[src/sv/trimmed_mean_sample_filter_top_macros.svh]
`ifndef TRIMMED_MEAN_SAMPLE_FILTER_TOP_MACROS_SVH
`define TRIMMED_MEAN_SAMPLE_FILTER_TOP_MACROS_SVH

// Same-cycle implication, gated by reset.
`define TMSF_ASSERT_IMP(name, ante, cons, msg) \
    name: assert property (@(posedge clk) disable iff (!rst_n) (ante) |-> (cons)) \
        else $error(msg);

// Next-cycle implication, gated by reset.
`define TMSF_ASSERT_NXT(name, ante, cons, msg) \
    name: assert property (@(posedge clk) disable iff (!rst_n) (ante) |=> (cons)) \
        else $error(msg);

`endif

[src/sv/tmsf_pkg.sv]
package tmsf_pkg;

    localparam int SAMPLE_W = 16;
    localparam int CFG_W    = 4;
    // quotient always fits in one sample width
    localparam int QSTEPS   = SAMPLE_W;
    localparam int STEP_W   = $clog2(QSTEPS);

    typedef enum logic [2:0] {
        ST_IDLE,
        ST_ACC,
        ST_TRIM_HI,
        ST_TRIM_LO,
        ST_DIV,
        ST_FIN
    } tmsf_state_t;

    typedef struct packed {
        logic busy;
        logic done;
    } div_stat_t;

endpackage

[src/sv/tmsf_if.sv]
interface tmsf_sample_if;
    logic                          valid;
    logic                          ready;
    logic [tmsf_pkg::SAMPLE_W-1:0] sample;

    modport source (output valid, output sample, input ready);
    modport sink   (input valid, input sample, output ready);
endinterface

interface tmsf_filtered_if;
    logic                          valid;
    logic                          ready;
    logic [tmsf_pkg::SAMPLE_W-1:0] filtered;

    modport source (output valid, output filtered, input ready);
    modport sink   (input valid, input filtered, output ready);
endinterface

[src/sv/trimmed_mean_sample_filter_top.sv]
// Trimmed-mean sample filter.
// samples: one 16-bit sample per transfer (valid/ready). results: one 16-bit
// filtered value per accepted sample, in order.
// cfg_we/cfg_data write the 4-bit window setting; write it only while idle.
//   0: pass-through, 1: mean of sample and newest stored sample,
//   N>=2 (clamped to MAX_WINDOW): drop one max and one min of the sample and
//   N stored samples, floored mean of the rest.
// One sample at a time; ready is high only while the sequencer is idle.
// From accept to the earliest result transfer, with the slot free, a sample
// goes through: setting 0: straight to the output register; setting 1: the
// history walk through the shared adder, then the output register; N>=2: the
// history walk, two trim subtracts, the bit-serial divider, then the handoff
// to the output register. Valid rises in the cycle before that transfer.
// The next sample is taken on the edge of that earliest transfer.
// A finished result sits in the output register; the next
// sample is taken meanwhile, and the one after waits until the receiver
// drains the slot.
// Reset clears the history to zero, the setting to 0 and the output slot.
`include "trimmed_mean_sample_filter_top_macros.svh"

module trimmed_mean_sample_filter_top #(
    parameter int MAX_WINDOW = 8
) (
    input  logic                       clk,
    input  logic                       rst_n,
    input  logic                       cfg_we,
    input  logic [tmsf_pkg::CFG_W-1:0] cfg_data,
    tmsf_sample_if.sink                samples,
    tmsf_filtered_if.source            results
);
    import tmsf_pkg::*;

    localparam int CNT_W = $clog2(MAX_WINDOW + 1);
    localparam int IDX_W = $clog2(MAX_WINDOW);
    localparam int DV_W  = $clog2(MAX_WINDOW);
    localparam int SUM_W = SAMPLE_W + CNT_W;

    tmsf_state_t         state_reg, state_next;
    logic [CFG_W-1:0]    window_setting_reg;
    logic [CNT_W-1:0]    n_reg, n_next;
    logic [CNT_W-1:0]    cnt_reg, cnt_next;
    logic [SUM_W-1:0]    sum_reg, sum_next;
    logic [SAMPLE_W-1:0] hi_reg, hi_next;
    logic [SAMPLE_W-1:0] lo_reg, lo_next;
    logic [SAMPLE_W-1:0] x_reg, x_next;
    logic [SAMPLE_W-1:0] res_reg, res_next;
    logic                out_valid_reg, out_valid_next;
    logic [SAMPLE_W-1:0] filtered_reg, filtered_next;
    logic [SAMPLE_W-1:0] hist_reg [MAX_WINDOW];

    logic [CNT_W-1:0]    n_eff;
    logic [SAMPLE_W-1:0] hv;
    logic [SUM_W-1:0]    alu_b;
    logic                alu_sub;
    logic [SUM_W-1:0]    alu_res;
    logic                out_free;
    logic                commit;
    logic                div_start;
    logic [DV_W-1:0]     divisor;
    div_stat_t           div_stat;
    logic [SAMPLE_W-1:0] quotient;

    assign n_eff = (32'(window_setting_reg) > 32'(MAX_WINDOW)) ? CNT_W'(MAX_WINDOW)
                                                               : CNT_W'(window_setting_reg);
    assign hv       = hist_reg[cnt_reg[IDX_W-1:0]];
    assign out_free = !out_valid_reg || results.ready;
    assign samples.ready = (state_reg == ST_IDLE);

    // shared adder: accumulate during the walk, subtract max then min
    always_comb
    begin
        alu_sub = 1'b1;
        case (state_reg)
            ST_ACC:
            begin
                alu_b   = SUM_W'(hv);
                alu_sub = 1'b0;
            end
            ST_TRIM_HI: alu_b = SUM_W'(hi_reg);
            default:    alu_b = SUM_W'(lo_reg);
        endcase
        alu_res = alu_sub ? (sum_reg - alu_b) : (sum_reg + alu_b);
    end

    assign div_start = (state_reg == ST_TRIM_LO);
    assign divisor   = DV_W'(n_reg - 1'b1);

    tmsf_div #(
        .SUM_W (SUM_W),
        .DV_W  (DV_W)
    ) u_div (
        .clk      (clk),
        .rst_n    (rst_n),
        .start    (div_start),
        .dividend (alu_res),
        .divisor  (divisor),
        .stat     (div_stat),
        .quotient (quotient)
    );

    always_comb
    begin
        state_next     = state_reg;
        n_next         = n_reg;
        cnt_next       = cnt_reg;
        sum_next       = sum_reg;
        hi_next        = hi_reg;
        lo_next        = lo_reg;
        x_next         = x_reg;
        res_next       = res_reg;
        out_valid_next = out_valid_reg && !results.ready;
        filtered_next  = filtered_reg;
        commit         = 1'b0;
        case (state_reg)
            ST_IDLE:
            begin
                if (samples.valid)
                begin
                    n_next   = n_eff;
                    cnt_next = '0;
                    sum_next = SUM_W'(samples.sample);
                    hi_next  = samples.sample;
                    lo_next  = samples.sample;
                    x_next   = samples.sample;
                    res_next = samples.sample;
                    state_next = (n_eff == '0) ? ST_FIN : ST_ACC;
                end
            end
            ST_ACC:
            begin
                if (cnt_reg == n_reg)
                begin
                    if (n_reg == CNT_W'(1))
                    begin
                        res_next   = sum_reg[SAMPLE_W:1];
                        state_next = ST_FIN;
                    end
                    else
                    begin
                        state_next = ST_TRIM_HI;
                    end
                end
                else
                begin
                    sum_next = alu_res;
                    if (hv > hi_reg)
                    begin
                        hi_next = hv;
                    end
                    if (hv < lo_reg)
                    begin
                        lo_next = hv;
                    end
                    cnt_next = cnt_reg + 1'b1;
                end
            end
            ST_TRIM_HI:
            begin
                sum_next   = alu_res;
                state_next = ST_TRIM_LO;
            end
            ST_TRIM_LO:
            begin
                state_next = ST_DIV;
            end
            ST_DIV:
            begin
                if (div_stat.done)
                begin
                    res_next   = quotient;
                    state_next = ST_FIN;
                end
            end
            ST_FIN:
            begin
                if (out_free)
                begin
                    out_valid_next = 1'b1;
                    filtered_next  = res_reg;
                    commit         = 1'b1;
                    state_next     = ST_IDLE;
                end
            end
            default:
            begin
                state_next = ST_IDLE;
            end
        endcase
    end

    always_ff @(posedge clk or negedge rst_n)
    begin
        if (!rst_n)
        begin
            state_reg          <= ST_IDLE;
            window_setting_reg <= '0;
            out_valid_reg      <= 1'b0;
            n_reg              <= '0;
            cnt_reg            <= '0;
        end
        else
        begin
            state_reg     <= state_next;
            out_valid_reg <= out_valid_next;
            n_reg         <= n_next;
            cnt_reg       <= cnt_next;
            if (cfg_we)
            begin
                window_setting_reg <= cfg_data;
            end
        end
    end

    always_ff @(posedge clk)
    begin
        sum_reg      <= sum_next;
        hi_reg       <= hi_next;
        lo_reg       <= lo_next;
        x_reg        <= x_next;
        res_reg      <= res_next;
        filtered_reg <= filtered_next;
    end

    // history shifts below the window only; entry 0 takes the new sample
    always_ff @(posedge clk or negedge rst_n)
    begin
        if (!rst_n)
        begin
            for (int i = 0; i < MAX_WINDOW; i++)
            begin
                hist_reg[i] <= '0;
            end
        end
        else if (commit && (n_reg != '0))
        begin
            hist_reg[0] <= x_reg;
            for (int i = 1; i < MAX_WINDOW; i++)
            begin
                if (CNT_W'(i) < n_reg)
                begin
                    hist_reg[i] <= hist_reg[i-1];
                end
            end
        end
    end

    assign results.valid    = out_valid_reg;
    assign results.filtered = filtered_reg;

    `TMSF_ASSERT_IMP(a_hi_ge_lo, state_reg == ST_ACC, hi_reg >= lo_reg, "max below min")
    `TMSF_ASSERT_IMP(a_walk_bound, state_reg == ST_ACC, cnt_reg <= n_reg, "walk past window")
    `TMSF_ASSERT_IMP(a_div_done_state, div_stat.done, state_reg == ST_DIV, "stray divider result")
    `TMSF_ASSERT_IMP(a_div_window, div_start, n_reg >= CNT_W'(2), "division with short window")

endmodule

[src/sv/tmsf_div.sv]
`include "trimmed_mean_sample_filter_top_macros.svh"

module tmsf_div #(
    parameter int SUM_W = 20,
    parameter int DV_W  = 3
) (
    input  logic                          clk,
    input  logic                          rst_n,
    input  logic                          start,
    input  logic [SUM_W-1:0]              dividend,
    input  logic [DV_W-1:0]               divisor,
    output tmsf_pkg::div_stat_t           stat,
    output logic [tmsf_pkg::SAMPLE_W-1:0] quotient
);
    import tmsf_pkg::*;

    logic                busy_reg, busy_next;
    logic                done_reg, done_next;
    logic [STEP_W-1:0]   step_reg, step_next;
    logic [DV_W-1:0]     rem_reg,  rem_next;
    logic [SAMPLE_W-1:0] quo_reg,  quo_next;

    logic [DV_W:0]       trial;
    logic [DV_W:0]       diff;
    logic                ge;
    logic [SUM_W-1:0]    divisor_ext;

    assign divisor_ext = SUM_W'(divisor);

    // restoring division, one quotient bit per cycle; the partial remainder
    // starts with the bits above the sample width (they are below the divisor)
    always_comb
    begin
        trial     = {rem_reg, quo_reg[SAMPLE_W-1]};
        ge        = (trial >= {1'b0, divisor});
        diff      = trial - {1'b0, divisor};
        busy_next = busy_reg;
        done_next = 1'b0;
        step_next = step_reg;
        rem_next  = rem_reg;
        quo_next  = quo_reg;
        if (start)
        begin
            busy_next = 1'b1;
            step_next = STEP_W'(QSTEPS - 1);
            rem_next  = DV_W'(dividend >> SAMPLE_W);
            quo_next  = dividend[SAMPLE_W-1:0];
        end
        else if (busy_reg)
        begin
            rem_next = ge ? diff[DV_W-1:0] : trial[DV_W-1:0];
            quo_next = {quo_reg[SAMPLE_W-2:0], ge};
            if (step_reg == '0)
            begin
                busy_next = 1'b0;
                done_next = 1'b1;
            end
            else
            begin
                step_next = step_reg - 1'b1;
            end
        end
    end

    always_ff @(posedge clk or negedge rst_n)
    begin
        if (!rst_n)
        begin
            busy_reg <= 1'b0;
            done_reg <= 1'b0;
            step_reg <= '0;
        end
        else
        begin
            busy_reg <= busy_next;
            done_reg <= done_next;
            step_reg <= step_next;
        end
    end

    always_ff @(posedge clk)
    begin
        rem_reg <= rem_next;
        quo_reg <= quo_next;
    end

    assign stat.busy = busy_reg;
    assign stat.done = done_reg;
    assign quotient  = quo_reg;

    `TMSF_ASSERT_IMP(a_div_fits, start, (dividend >> SAMPLE_W) < divisor_ext, "quotient overflow")
    `TMSF_ASSERT_IMP(a_div_start_idle, start, !busy_reg, "divider restarted while busy")
    `TMSF_ASSERT_NXT(a_div_busy, start, busy_reg && !done_reg, "divider did not start")

endmodule

[src/flat_wrapper.sv]
// flat-port wrapper written by rule: the top's interface ports become plain ports
module trimmed_mean_sample_filter_top_flat import tmsf_pkg::*;
#(
    parameter int MAX_WINDOW = 8
)
  (clk, rst_n, cfg_we, cfg_data, samples_valid, samples_sample, samples_ready, results_valid, results_filtered, results_ready);
  tmsf_sample_if samples_i ();
  tmsf_filtered_if results_i ();
  input  logic clk;
  input  logic rst_n;
  input  logic cfg_we;
  input  logic [tmsf_pkg::CFG_W-1:0] cfg_data;
  input wire logic [$bits(samples_i.valid)-1:0] samples_valid;
  input wire logic [$bits(samples_i.sample)-1:0] samples_sample;
  output wire logic [$bits(samples_i.ready)-1:0] samples_ready;
  output wire logic [$bits(results_i.valid)-1:0] results_valid;
  output wire logic [$bits(results_i.filtered)-1:0] results_filtered;
  input wire logic [$bits(results_i.ready)-1:0] results_ready;
  assign samples_i.valid = samples_valid;
  assign samples_i.sample = samples_sample;
  assign samples_ready = samples_i.ready;
  assign results_valid = results_i.valid;
  assign results_filtered = results_i.filtered;
  assign results_i.ready = results_ready;
  trimmed_mean_sample_filter_top #(.MAX_WINDOW(MAX_WINDOW)) u_core (.clk(clk), .rst_n(rst_n), .cfg_we(cfg_we), .cfg_data(cfg_data), .samples(samples_i), .results(results_i));
endmodule
[config.mk]
export PLATFORM = sky130hd
export DESIGN_NAME = trimmed_mean_sample_filter_top_flat
export DESIGN_NICKNAME = d
export VERILOG_FILES = /design/src/sv/tmsf_pkg.sv /design/src/sv/tmsf_if.sv /design/src/sv/trimmed_mean_sample_filter_top.sv /design/src/sv/tmsf_div.sv /design/src/flat_wrapper.sv
export VERILOG_INCLUDE_DIRS = /design/src /design/src/sv
export SDC_FILE = /design/constraint.sdc
export NUM_CORES = 1
export LEC_CHECK = 0
export ABC_AREA = 1
export BUFFER_PORTS_ARGS = -buffer_cell sky130_fd_sc_hd__buf_2
export CAP_MARGIN = 15
export CORE_MARGIN = 10
export CORE_UTILIZATION = 23
export CTS_BUF_LIST = sky130_fd_sc_hd__clkbuf_2 sky130_fd_sc_hd__clkbuf_4 sky130_fd_sc_hd__clkbuf_8
export DETAILED_ROUTE_END_ITERATION = 10
export PLACE_DENSITY = 0.35
export SYNTH_ARGS = -nofsm -noshare
export SYNTH_HDL_FRONTEND = slang
export SYNTH_HIERARCHICAL = 1
export SYNTH_SLANG_ARGS = --single-unit
[constraint.sdc]
create_clock -name clk -period 4 [get_ports clk]
set_input_delay 0.8 -clock clk [delete_from_list [all_inputs] [get_ports clk]]
set_output_delay 0.8 -clock clk [all_outputs]
set_load 0.05 [all_outputs]
# Word-level counts from Yosys, hierarchy flattened
# Index checks and enable logic that the tools add are counted.
# word_totals
mem_bits_ro	0
elab_cells	136
regBits	269
ram_bits	0
memories	0
latch_bits	0
out_inout_bits	18
# classes
bitwise	1
eq_ne	16
mul	0
n_mux	48
div_mod_pow	0
shift	0
order_cmp	12
n_addsub	6
reduce_logical	29
# op_table
op	n
16-bit two-way mux	12
16-bit case mux with 2 select lines	3
20-bit two-way mux	3
20-bit case mux with 3 select lines	1
16-bit binary-select mux with 3-bit select	1
16-bit case mux with 3 select lines	1
3-bit two-way mux	9
4-bit two-way mux	6
20-bit by 16-bit adder with 20-bit output	1
2-bit AND reduction	10
20-bit by 16-bit subtractor with 20-bit output	1
3-bit case mux with 6 select lines	1
16-bit > comparator	1
16-bit < comparator	1
3-bit by 4-bit < comparator with 1-bit output (first input constant)	4
2-bit by 1-bit != test with 1-bit output (second input constant)	6
4-bit AND reduction	3
1-bit two-way mux	10
4-bit logical NOT	2
2-bit by 4-bit < comparator with 1-bit output (first input constant)	2
4-bit case mux with 2 select lines	1
3-bit by 2-bit equality test with 1-bit output (second input constant)	2
3-bit equality test (second input constant)	2
2-bit != test (second input constant)	3
other kinds (21)	26

# Longest topological paths before layout
# Gate-level depths: netlist of run 1.
# logic_depth
depth_word	9
ltp_mapped	27
ltp_nobuf	26

# Hierarchy
# The synthesis of run 1 kept the hierarchy.
# by_module_without_submodules
mod	instances	area_per_inst_um2	cells_per_inst
trimmed_mean_sample_filter_top	1	12981.2	1540
tmsf_div	1	1288.7	140

# Worst setup path after synthesis of run 1
# OpenSTA, ideal clock, no wires.
# synth_timing
path_type	flip-flop to flip-flop
start	reg u_core.state_reg[0]
end	reg u_core.res_reg[0] (enable)
setup_ns	0.478
path_stages_with_launch	8
path_slack_ns	-0.398
arrival_ns	3.920
path_buffers	2
path_cell_list	dfrtp_1 > inv_2 > nor3_4 > clkbuf_1 > inv_1 > clkbuf_1 > nor2_1 > a2111oi_0
# synth_between
elab_chain_cells	3
# synth_rtl
item	line_no	rtl
start: declaration	trimmed_mean_sample_filter_top.sv:38	tmsf_state_t state_reg, state_next;
start signal: assignment	trimmed_mean_sample_filter_top.sv:203	state_reg <= state_next;
3-bit by 1-bit equality test with 1-bit output, or another cell as far along	trimmed_mean_sample_filter_top.sv:114	case (state_reg)
2-bit by 1-bit != test with 1-bit output (no source line), or another cell as far along	--	
5-bit AND reduction (no source line) (*)	--	
end signal: assignment	trimmed_mean_sample_filter_top.sv:220	res_reg <= res_next;
end: declaration	trimmed_mean_sample_filter_top.sv:46	logic [SAMPLE_W-1:0] res_reg, res_next;
# Mark *: on every way between the ends. The rest lies on a longest branch, timed or not.
# A chain may end at the register's enable or synchronous reset.

# Worst setup path after layout of run 1
# layout_timing
start	reg u_core.cnt_reg[0]
end	reg u_core.u_div.rem_reg[1] (data pin)
# layout_between
elab_chain_cells	8
# layout_rtl
item	line_no	rtl
start: declaration	trimmed_mean_sample_filter_top.sv:41	logic [CNT_W-1:0] cnt_reg, cnt_next;
start signal: assignment	trimmed_mean_sample_filter_top.sv:206	cnt_reg <= cnt_next;
3-bit inverter with 4-bit output (implied by the code) (*)	trimmed_mean_sample_filter_top.sv:65	assign hv = hist_reg[cnt_reg[IDX_W-1:0]];
16-bit binary-select mux with 3-bit select (*)	trimmed_mean_sample_filter_top.sv:65	
16-bit two-way mux (implied by the code) (*) (2 in a row)	trimmed_mean_sample_filter_top.sv:65	
16-bit case mux with 2 select lines (*)	trimmed_mean_sample_filter_top.sv:73	case (state_reg)
20-bit by 16-bit subtractor with 20-bit output / 20-bit by 16-bit adder with 20-bit output (equally long branches)	trimmed_mean_sample_filter_top.sv:82	alu_res = alu_sub ? (sum_reg - alu_b) : (sum_reg + alu_b);
20-bit two-way mux (*)	trimmed_mean_sample_filter_top.sv:82	
named net u_core.alu_res[17]	trimmed_mean_sample_filter_top.sv:55	logic [SUM_W-1:0] alu_res;
3-bit two-way mux (*)	tmsf_div.sv:42	if (start)
named net u_core.u_div.rem_next[1]	tmsf_div.sv:20	logic [DV_W-1:0] rem_reg, rem_next;
end signal: assignment	tmsf_div.sv:83	rem_reg <= rem_next;
end: declaration	tmsf_div.sv:20	
# Mark *: on every way through the listed nets, which the timed path passes. The rest lies on a longest branch. The select of a mux whose other input is x is not followed.

==> results of run 1 <==
## stage by stage
stage	cells	setup WS [ps]	setup TNS, ps	instance area, sq um	util, %
final	2700	47.9	0	18900	31.2
after global routing	2700	-233	-1780	18900	31.2
after global placement	2560	-495	-1570	16300	26.8
after floorplan	1663	321	0	14200	-
after CTS	2687	-29.8	-33.2	18300	30.1
after detailed placement	2560	-429	-1640	16300	26.8
## layout make-up
type,count,area [sq um]
Antenna cell,1,2.50
Inverter,226,855
Clock inverter,18,156
Sequential cell,268,7300
Timing Repair Buffer,228,2030
Clock buffer,78,942
Tap cell,782,978
Multi-Input combinational cell,1099,6650
Fill cell,6396,41800
## worst min-delay path by stage
stage,from,to,slack (ps)
3_3_place_gp,u_core/res_reg[8]$_DFFE_PP_,u_core/results.filtered[8]$_DFFE_PP_,400
4_1_cts,rst_n,u_core/hist_reg[54]$_DFFE_PN0P_,180
3_5_place_dp,u_core/res_reg[8]$_DFFE_PP_,u_core/results.filtered[8]$_DFFE_PP_,410
5_1_grt,rst_n,u_core/hist_reg[55]$_DFFE_PN0P_,230
2_1_floorplan,u_core/res_reg[0]$_DFFE_PP_,u_core/results.filtered[0]$_DFFE_PP_,400
6_report,rst_n,u_core/hist_reg[54]$_DFFE_PN0P_,200
## metal layers
layer,up-vias,track usage [%]
met3,66,2.74
met2,174,22.5
li1,5922,-
met4,0,3.69
met5,-,0
met1,5687,18.0
## repair_timing
item | in CTS | in global routing
pin swaps | 50 | 66
gates resized for setup | 113 | 107
gates cloned | 8 | 1
endpoints found under the setup margin | 11 | 23
setup buffers | 25 | 12
==> impl_metrics.py, run 1 <==
metrics = {
    "run_status": {
        "status": "complete, no violations",
    },
    "sta": {
        "holdWs_ps": 202,
        "clock.fmax_mhz": 253,
        "finalHoldViolations": 0,
        "fin_crit_ps": 3950,
        "worst_slew_pin_slew_ps": 771,
        "skew_ps": 35.6,
        "slew_headroom_pct": 48.6,
        "rsz0062_at_grt": "true",
        "slew_viol_final": 0,
        "setup_viol": 0,
        "period_share_pct": 98.8,
    },
    "place": {
        "dp_hpwl_um": 34100,
        "place.gp.congestion": 0.831,
        "port_buffers": 42,
    },
    "floorplanning": {
        "die_h_um": 268,
        "rows": 90,
        "coreArea_sq_mm": 0.0607,
        "boundaryPins": 43,
        "start_util_pct": 23.3,
        "dieArea_sq_mm": 0.0719,
        "dieWidth_um": 268,
    },
    "finish": {
        "final_cell_mix": "nand2_1, inv_1, o21ai_0",
        "final_common_cell": "nand2_1",
        "syn2layout_area_growth_pct": 33.5,
        "largest_register_ffs": 128,
        "layout-drive-gt1-share_pct": 24.9,
        "layout.nets": 1964,
    },
    "critical_path": {
        "r2r_slack_ps": 50,
        "endpoint": "u_core/u_div/rem_reg[1]$_DFFE_PP_",
        "cp_num_buf_inv": 6,
        "reg2reg_depth": 24,
        "slowest_delay_ps": 450,
        "worst_ep_required_time_ps": 4380,
        "worstPathMaxFanout": 6,
        "critical-path-top-delay-family": "simple AND/OR/NAND/NOR gates",
        "end_kind": "register",
        "cp.arrival_ps": 4340,
        "critPathLaunch": "u_core/cnt_reg[0]$_DFFE_PN0P_",
        "path_depth": 24,
        "crit_path_frequent_cell": "nand3_2",
        "cp_slowest_cell": "dfrtp_2",
        "rr_endpoint": "u_core/u_div/rem_reg[1]$_DFFE_PP_",
        "crit_type": "reg -> reg",
        "rr_startpoint": "u_core/cnt_reg[0]$_DFFE_PN0P_",
        "cp_cell_sequence": "buf_12 > buf_16 > buf_12 > nand2_1 > nand3_2 > nand3_2 > nand3_2 > nand2_2 > inv_2 > ha_4 > inv_4 > nor3_4 > nand2_4 > nor3_4 > buf_4 > a41oi_2 > ha_1 > nand2_2 > nor4_4 > nand4_1 > nand3_2 > xor2_2 > nand2_1 > nand2_1",
        "start_kind": "register",
    },
    "clock_tree": {
        "cts_buffer_depth": 3,
        "clkTransAtPathRegs_ps": 60,
        "cts_buffers": 55,
        "cts.sinks": 268,
        "cts_tree": "yes",
        "holdBufCountCts": 0,
        "cts_root_buf": "clkbuf_8",
        "htree_num_levels": 2,
        "clock_latency_ps": 660,
    },
    "drt": {
        "wl_met2_um": 22600,
        "wl_met3_um": 1880,
        "detailedRoute.firstPassIterationCount": 6,
        "finalWirelength_um": 48800,
        "highest_layer": "met4",
        "drc": 0,
        "drt-vias-per-instance": 4.39,
        "vias": 11800,
        "antenna_left": 0,
        "routedWlPerCell_um": 18.1,
        "first_iter_violations": 702,
        "met1_length_um": 23300,
    },
    "grt": {
        "grt_pass1_wl_um": 75000,
        "grt_pass1_vias": 12400,
        "antenna_found_initial": 1,
        "grt_usage_pct": 13.7,
        "grt_max_degree": 74,
        "gr-total-overflow": 0,
    },
    "logic_synthesis": {
        "synth_cells": 1663,
        "synth_nets": 1749,
        "netlist_area_sq_mm": 0.0142,
        "avgSynthCellArea_sq_um": 8.52,
        "ys_warn_count": 6,
    },
    "min_path": {
        "hp-class": "in -> async",
    },
    "run": {
        "cap_viol_max_count": 0,
    },
}
Power of run 1 is left out: the tool's default activity adds up to more than one toggle a clock period on the data nets, which glitch-free logic cannot reach.
==> inputs of run 2 (changes only) <==
- SYNTH_HIERARCHICAL: 1 -> default
==> run 2 against run 1 <==
Compared with the run above:
- worst hold slack worse by 120 ps
- cell area fell by 2.9%
- clock skew increased by 27 ps
- first-iteration DRC count unchanged
- die area about the same
- critical endpoint is now u_core.u_div.quotient[15]$_DFFE_PP_
==> impl_metrics.py, run 2 <==
metrics = {
    "drt": {
        "first_iter_violations": 702,
        "detailedRoute.firstPassIterationCount": 6,
        "antenna_left": 0,
        "vias": 11800,
        "drt-vias-per-instance": 4.42,
        "drc": 0,
        "finalWirelength_um": 49900,
        "routedWlPerCell_um": 18.7,
    },
    "critical_path": {
        "crit_type": "reg -> reg",
        "reg2reg_depth": 23,
        "endpoint": "u_core.u_div.quotient[15]$_DFFE_PP_",
        "rr_startpoint": "u_core.cnt_reg[0]$_DFFE_PN0P_",
        "end_kind": "register",
        "critPathLaunch": "u_core.cnt_reg[0]$_DFFE_PN0P_",
        "start_kind": "register",
        "worst_ep_required_time_ps": 4420,
        "cp.arrival_ps": 4250,
        "r2r_slack_ps": 170,
        "worstPathMaxFanout": 8,
        "rr_endpoint": "u_core.u_div.quotient[15]$_DFFE_PP_",
    },
    "sta": {
        "rsz0062_at_grt": "true",
        "finalHoldViolations": 0,
        "period_share_pct": 95.8,
        "fin_crit_ps": 3830,
        "worst_slew_pin_slew_ps": 873,
        "holdWs_ps": 81.0,
        "clock.fmax_mhz": 261,
        "slew_viol_final": 0,
        "setup_slack_ps": 167,
        "slew_headroom_pct": 41.7,
        "skew_ps": 62.8,
        "setup_viol": 0,
    },
    "run": {
        "cap_viol_max_count": 0,
    },
    "min_path": {
        "hp-class": "in -> async",
    },
    "clock_tree": {
        "htree_num_levels": 2,
        "cts_root_buf": "clkbuf_8",
        "clock_latency_ps": 670,
        "cts_tree": "yes",
        "cts_buffer_depth": 3,
        "cts.sinks": 268,
        "cts_buffers": 55,
        "holdBufCountCts": 0,
        "clkTransAtPathRegs_ps": 60,
    },
    "logic_synthesis": {
        "synth_cells": 1661,
        "ys.flop_type": "dfrtp_1",
        "ys_seq_area_share_pct": 51.5,
        "yosys.area_share.simple_pct": 19.5,
        "synth_edf_count": 118,
        "synth_top_area_cell": "dfrtp_1",
        "yosysMostFrequentCell": "nand2_1",
        "synth_nets": 1746,
        "synth_top_family_by_area": "simple AND/OR/NAND/NOR gates",
        "ys_warn_count": 0,
        "ys_seq_elements": 268,
        "synth_area_leaders": "dfrtp_1, edfxtp_1, nand2_1, o21ai_0, inv_1",
        "muxShareOfSynthArea_pct": 0.0706,
        "netlist_area_sq_mm": 0.0142,
        "ys_top_cells_by_count": "nand2_1, inv_1, o21ai_0, dfrtp_1, nand3_1",
        "synth_top_cell_area_share_pct": 26.5,
        "avgSynthCellArea_sq_um": 8.53,
        "async_flop_share_pct": 56.0,
        "synth_compound_area_share_pct": 12.8,
        "synth_fa_ha_area_share_pct": 5.40,
        "ys_types": 45,
        "synth-xor-area-share_pct": 1.73,
    },
    "finish": {
        "layout-drive-gt1-share_pct": 24.5,
        "final_common_cell": "nand2_1",
        "layout.cells.non_filler": 2674,
        "fill_cells": 6417,
        "layout.nets": 1928,
        "largest_register_ffs": 128,
        "finalInstanceArea_sq_mm": 0.0184,
        "syn2layout_area_growth_pct": 29.5,
        "final_cell_mix": "nand2_1, inv_1, o21ai_0",
    },
    "grt": {
        "grt_pass1_vias": 12100,
        "antenna_found_initial": 3,
        "grt_pass1_wl_um": 75800,
        "grt_max_degree": 70,
        "grt_usage_pct": 13.9,
        "gr-total-overflow": 0,
    },
    "place": {
        "dp.cells": 2557,
        "placed_area_sq_mm": 0.0162,
        "place.gp.congestion": 0.860,
        "dp_slack_ps": -265,
        "dp_hpwl_um": 36300,
        "port_buffers": 42,
    },
    "floorplanning": {
        "rows": 90,
        "dieArea_sq_mm": 0.0720,
        "boundaryPins": 43,
        "coreArea_sq_mm": 0.0607,
        "die_h_um": 268,
        "dieWidth_um": 268,
        "start_util_pct": 23.4,
    },
    "run_status": {
        "status": "complete, no violations",
    },
}
[run 2: worst max-delay path: stages, from the launching register on]
cell and delay (ps):
dfrtp_2 470, buf_12 180, o211ai_1 150, nand2_1 70
o21a_1 240, nand2_2 120, nand3_4 70, inv_2 80
ha_4 150, buf_6 110, nand3_2 70, o21ai_2 210
buf_4 160, nand2_1 60, o21ai_2 70, ha_2 340
nand2_2 120, buf_4 120, o21ai_0 80, a21oi_1 180
nand2_2 90, or2_2 290, nand3_1 80, o21ai_0 90
[run 2: cell type report]
cell class | count | area, sq um | area share (%)
Antenna cell | 2 | 5.00 | 0.0273
Clock buffer | 91 | 1090 | 5.94
Clock inverter | 13 | 114 | 0.620
Inverter | 246 | 931 | 5.07
Multi-Input combinational cell | 1077 | 6400 | 34.9
Sequential cell | 268 | 7300 | 39.8
Tap cell | 782 | 978 | 5.33
Timing Repair Buffer | 195 | 1540 | 8.39
[run 2: worst min-delay path by stage]
stage | startpoint | endpoint | slack (ps) | cells after the start
after detailed placement | u_core.res_reg[5]$_DFFE_PP_ | u_core.results.filtered[5]$_DFFE_PP_ | 410 | 0
after CTS | rst_n | u_core.hist_reg[63]$_DFFE_PN0P_ | 60 | 1
after floorplan | u_core.res_reg[0]$_DFFE_PP_ | u_core.results.filtered[0]$_DFFE_PP_ | 400 | 0
after global routing | rst_n | u_core.hist_reg[63]$_DFFE_PN0P_ | 100 | 1
after global placement | u_core.res_reg[1]$_DFFE_PP_ | u_core.results.filtered[1]$_DFFE_PP_ | 410 | 0
final | rst_n | u_core.hist_reg[28]$_DFFE_PN0P_ | 80 | 1
[run 2: repair_timing]
item                                   in CTS  in global routing
setup endpoints to repair                  20                 43
endpoints found under the hold margin       0                  0
gates resized for setup                    20                169
setup buffers                               3                  5
gates cloned                                0                  3
pin swaps                                   9                 63
[run 2: through the flow]
stage	TNS, ps	util (%)
finish	0	30.2
CTS	-17.6	28.9
floorplan	0	-
detailed placement	-2710	26.8
global route	-418	30.2
global placement	-2020	26.8
[run 2: per-layer routing]
layer  up-vias  global-route usage, %  wire, um  part of all wire, %
li1       5869                      -         -                    -
met1      5655                   18.7     23800                   48
met2       213                   22.6     22900                   46
met3        73                   2.44      1980                  4.0
met4         2                   4.03      1160                  2.3
met5         -                      0        13                0.026
[run 2: cell families (layout without fill, tap and decap cells)]
group / after synthesis / in the layout
simple gates: 657 / 657
compound gates: 331 / 331
buf+inv: 316 / 545
flops: 268 / 268
fa+ha+maj: 60 / 60
xor+xnor: 28 / 28
mux: 1 / 1
other cells: 0 / 2
Power of run 2 is left out for the same reason.
==> inputs of run 3 (changes only) <==
- clock period: 4 -> 3.3 ns (I/O delays scaled with it)
==> run 3 against run 2 <==
Compared with the run above:
- the flow now finishes with violations (setup timing)
- count of clock-buffer cells in the layout shrank 15
- worst hold slack gained 120 ps
- sequential share of layout area shrank 2.0 points
- global-route usage grew 0.32 points
- fmax shrank 2.2%
- clock skew shrank 38 ps
- worst setup slack lost 790 ps
- critical endpoint is now u_core.sum_reg[13]$_DFFE_PP_
==> impl_metrics.py, run 3 (synthesis results as in run 2) <==
metrics = {
    "run_status": {
        "status": "finished with violations",
        "violations": "setup timing",
    },
    "critical_path": {
        "cp_slowest_cell": "dfrtp_2",
        "crit_path_frequent_cell": "nand2_2",
        "cp.arrival_ps": 4310,
        "end_kind": "register",
        "worst_ep_required_time_ps": 3690,
        "rr_endpoint": "u_core.sum_reg[13]$_DFFE_PP_",
        "r2r_slack_ps": -620,
        "slowest_delay_ps": 490,
        "crit_type": "reg -> reg",
        "critPathLaunch": "u_core.cnt_reg[0]$_DFFE_PN0P_",
        "start_kind": "register",
        "worstPathMaxFanout": 6,
        "rr_startpoint": "u_core.cnt_reg[0]$_DFFE_PN0P_",
        "reg2reg_depth": 27,
    },
    "grt": {
        "gr-usage-met2_pct": 23.3,
        "grt_max_degree": 65,
        "grt_pass1_vias": 12700,
        "antenna_found_initial": 3,
        "grt_usage_pct": 14.2,
        "grtUsageMet1_pct": 18.2,
        "busiest_layer": "met2",
        "gr-total-overflow": 0,
        "use_met3_pct": 2.75,
        "grt_pass1_wl_um": 77600,
    },
    "drt": {
        "drt-vias-per-instance": 4.38,
        "drc": 0,
        "routedWlPerCell_um": 18.1,
        "detailedRoute.firstPassIterationCount": 5,
        "first_iter_violations": 575,
        "finalWirelength_um": 50700,
        "vias": 12300,
        "antenna_left": 0,
    },
    "finish": {
        "utilization_pct": 31.8,
        "layout.nets": 2066,
        "fill_cells": 6412,
        "syn2layout_area_growth_pct": 36.2,
        "final_common_cell": "nand2_1",
        "layout-drive-gt1-share_pct": 28.5,
        "final_cell_mix": "nand2_1, buf_4, inv_1",
        "largest_register_ffs": 128,
    },
    "floorplanning": {
        "die_h_um": 268,
        "start_util_pct": 23.4,
        "dieWidth_um": 268,
        "dieArea_sq_mm": 0.0720,
        "rows": 90,
        "boundaryPins": 43,
        "coreArea_sq_mm": 0.0607,
    },
    "sta": {
        "setup_tns_ps": -14620,
        "clock.fmax_mhz": 255,
        "skew_ps": 24.9,
        "slew_viol_final": 0,
        "rsz0062_at_grt": "true",
        "setup_slack_ps": -620,
        "setup_viol": 46,
        "slew_headroom_pct": 61.5,
        "finalHoldViolations": 0,
        "worst_slew_pin_slew_ps": 577,
        "fin_crit_ps": 3920,
        "period_share_pct": 119,
    },
    "clock_tree": {
        "cts_root_buf": "clkbuf_8",
        "cts_tree": "yes",
        "cts_buffer_depth": 3,
        "cts.sinks": 268,
        "clock_latency_ps": 650,
        "htree_num_levels": 2,
        "cts_buffers": 53,
        "clkTransAtPathRegs_ps": 60,
    },
    "place": {
        "dp_hpwl_um": 36900,
        "port_buffers": 42,
        "place.gp.congestion": 0.826,
    },
    "run": {
        "cap_viol_max_count": 0,
    },
    "min_path": {
        "hp-class": "in -> reg",
        "min_from": "samples_sample[13]",
        "holdPathStages": 1,
        "min_to": "u_core.x_reg[13]$_DFFE_PP_",
    },
}
run 3: cell types whose count changed in the layout (fill, tap and decap cells not counted), sizes merged, moves of 2 or more:
cell | before | now
clkinv | 9 | 17
buf | 193 | 333
clkinvlp | 2 | 0
clkbuf | 93 | 76
run 3: final cells by class:
class,count,area [sq um],share of cell area (%)
Clock inverter,18,115,0.596
Sequential cell,268,7300,37.8
Multi-Input combinational cell,1077,6340,32.8
Clock buffer,76,958,4.96
Timing Repair Buffer,335,2690,13.9
Inverter,246,930,4.81
Antenna cell,1,2.50,0.0130
Tap cell,782,978,5.07
run 3: metrics by stage:
step                worst slack [ps]  cell area, sq um  hold slack, ps  instances
floorplan                       -212             14300             364       1661
global placement                -961             17400             406       2676
detailed placement              -960             17400             407       2676
CTS                             -562             19100             143       2793
global route                    -799             19300             156       2803
finish                          -620             19300             204       2803
run 3: worst max path at each step:
stage               slack, ps                            endpoint
finish                   -620        u_core.sum_reg[13]$_DFFE_PP_
global route             -800   u_core.u_div.rem_reg[2]$_DFFE_PP_
CTS                      -560        u_core.sum_reg[13]$_DFFE_PP_
detailed placement       -960  u_core.u_div.quotient[9]$_DFFE_PP_
global placement         -960   u_core.u_div.rem_reg[2]$_DFFE_PP_
floorplan                -210   u_core.u_div.rem_reg[0]$_DFFE_PP_
run 3: worst max-delay path: cells and delay by family, from the launching register on:
kind	cells	cell delay, ps
buffers and inverters	6	550
adders and majority gates	2	420
DFF	1	490
xor gates and xnor gates	2	320
AOI/OAI and AO/OA	8	1000
and+or+nand+nor	9	850
run 3: repair_timing:
item                       in CTS  in global routing
setup endpoints to repair      48                 65
setup buffers                  22                  9
gates cloned                    1                  0
pin swaps                      44                 31
hold endpoints to repair       54                  0
resized for setup             111                 36
hold buffers                    1                  0
run 3: routing by layer:
metal / vias to the layer above / wire length (um) / share of wire, %
met4: 2 / 1950 / 3.8
met3: 92 / 2040 / 4.0
met5: - / 13 / 0.026
met1: 5847 / 23300 / 46
met2: 192 / 23400 / 46
li1: 6136 / - / -
Power of run 3 is left out for the same reason.
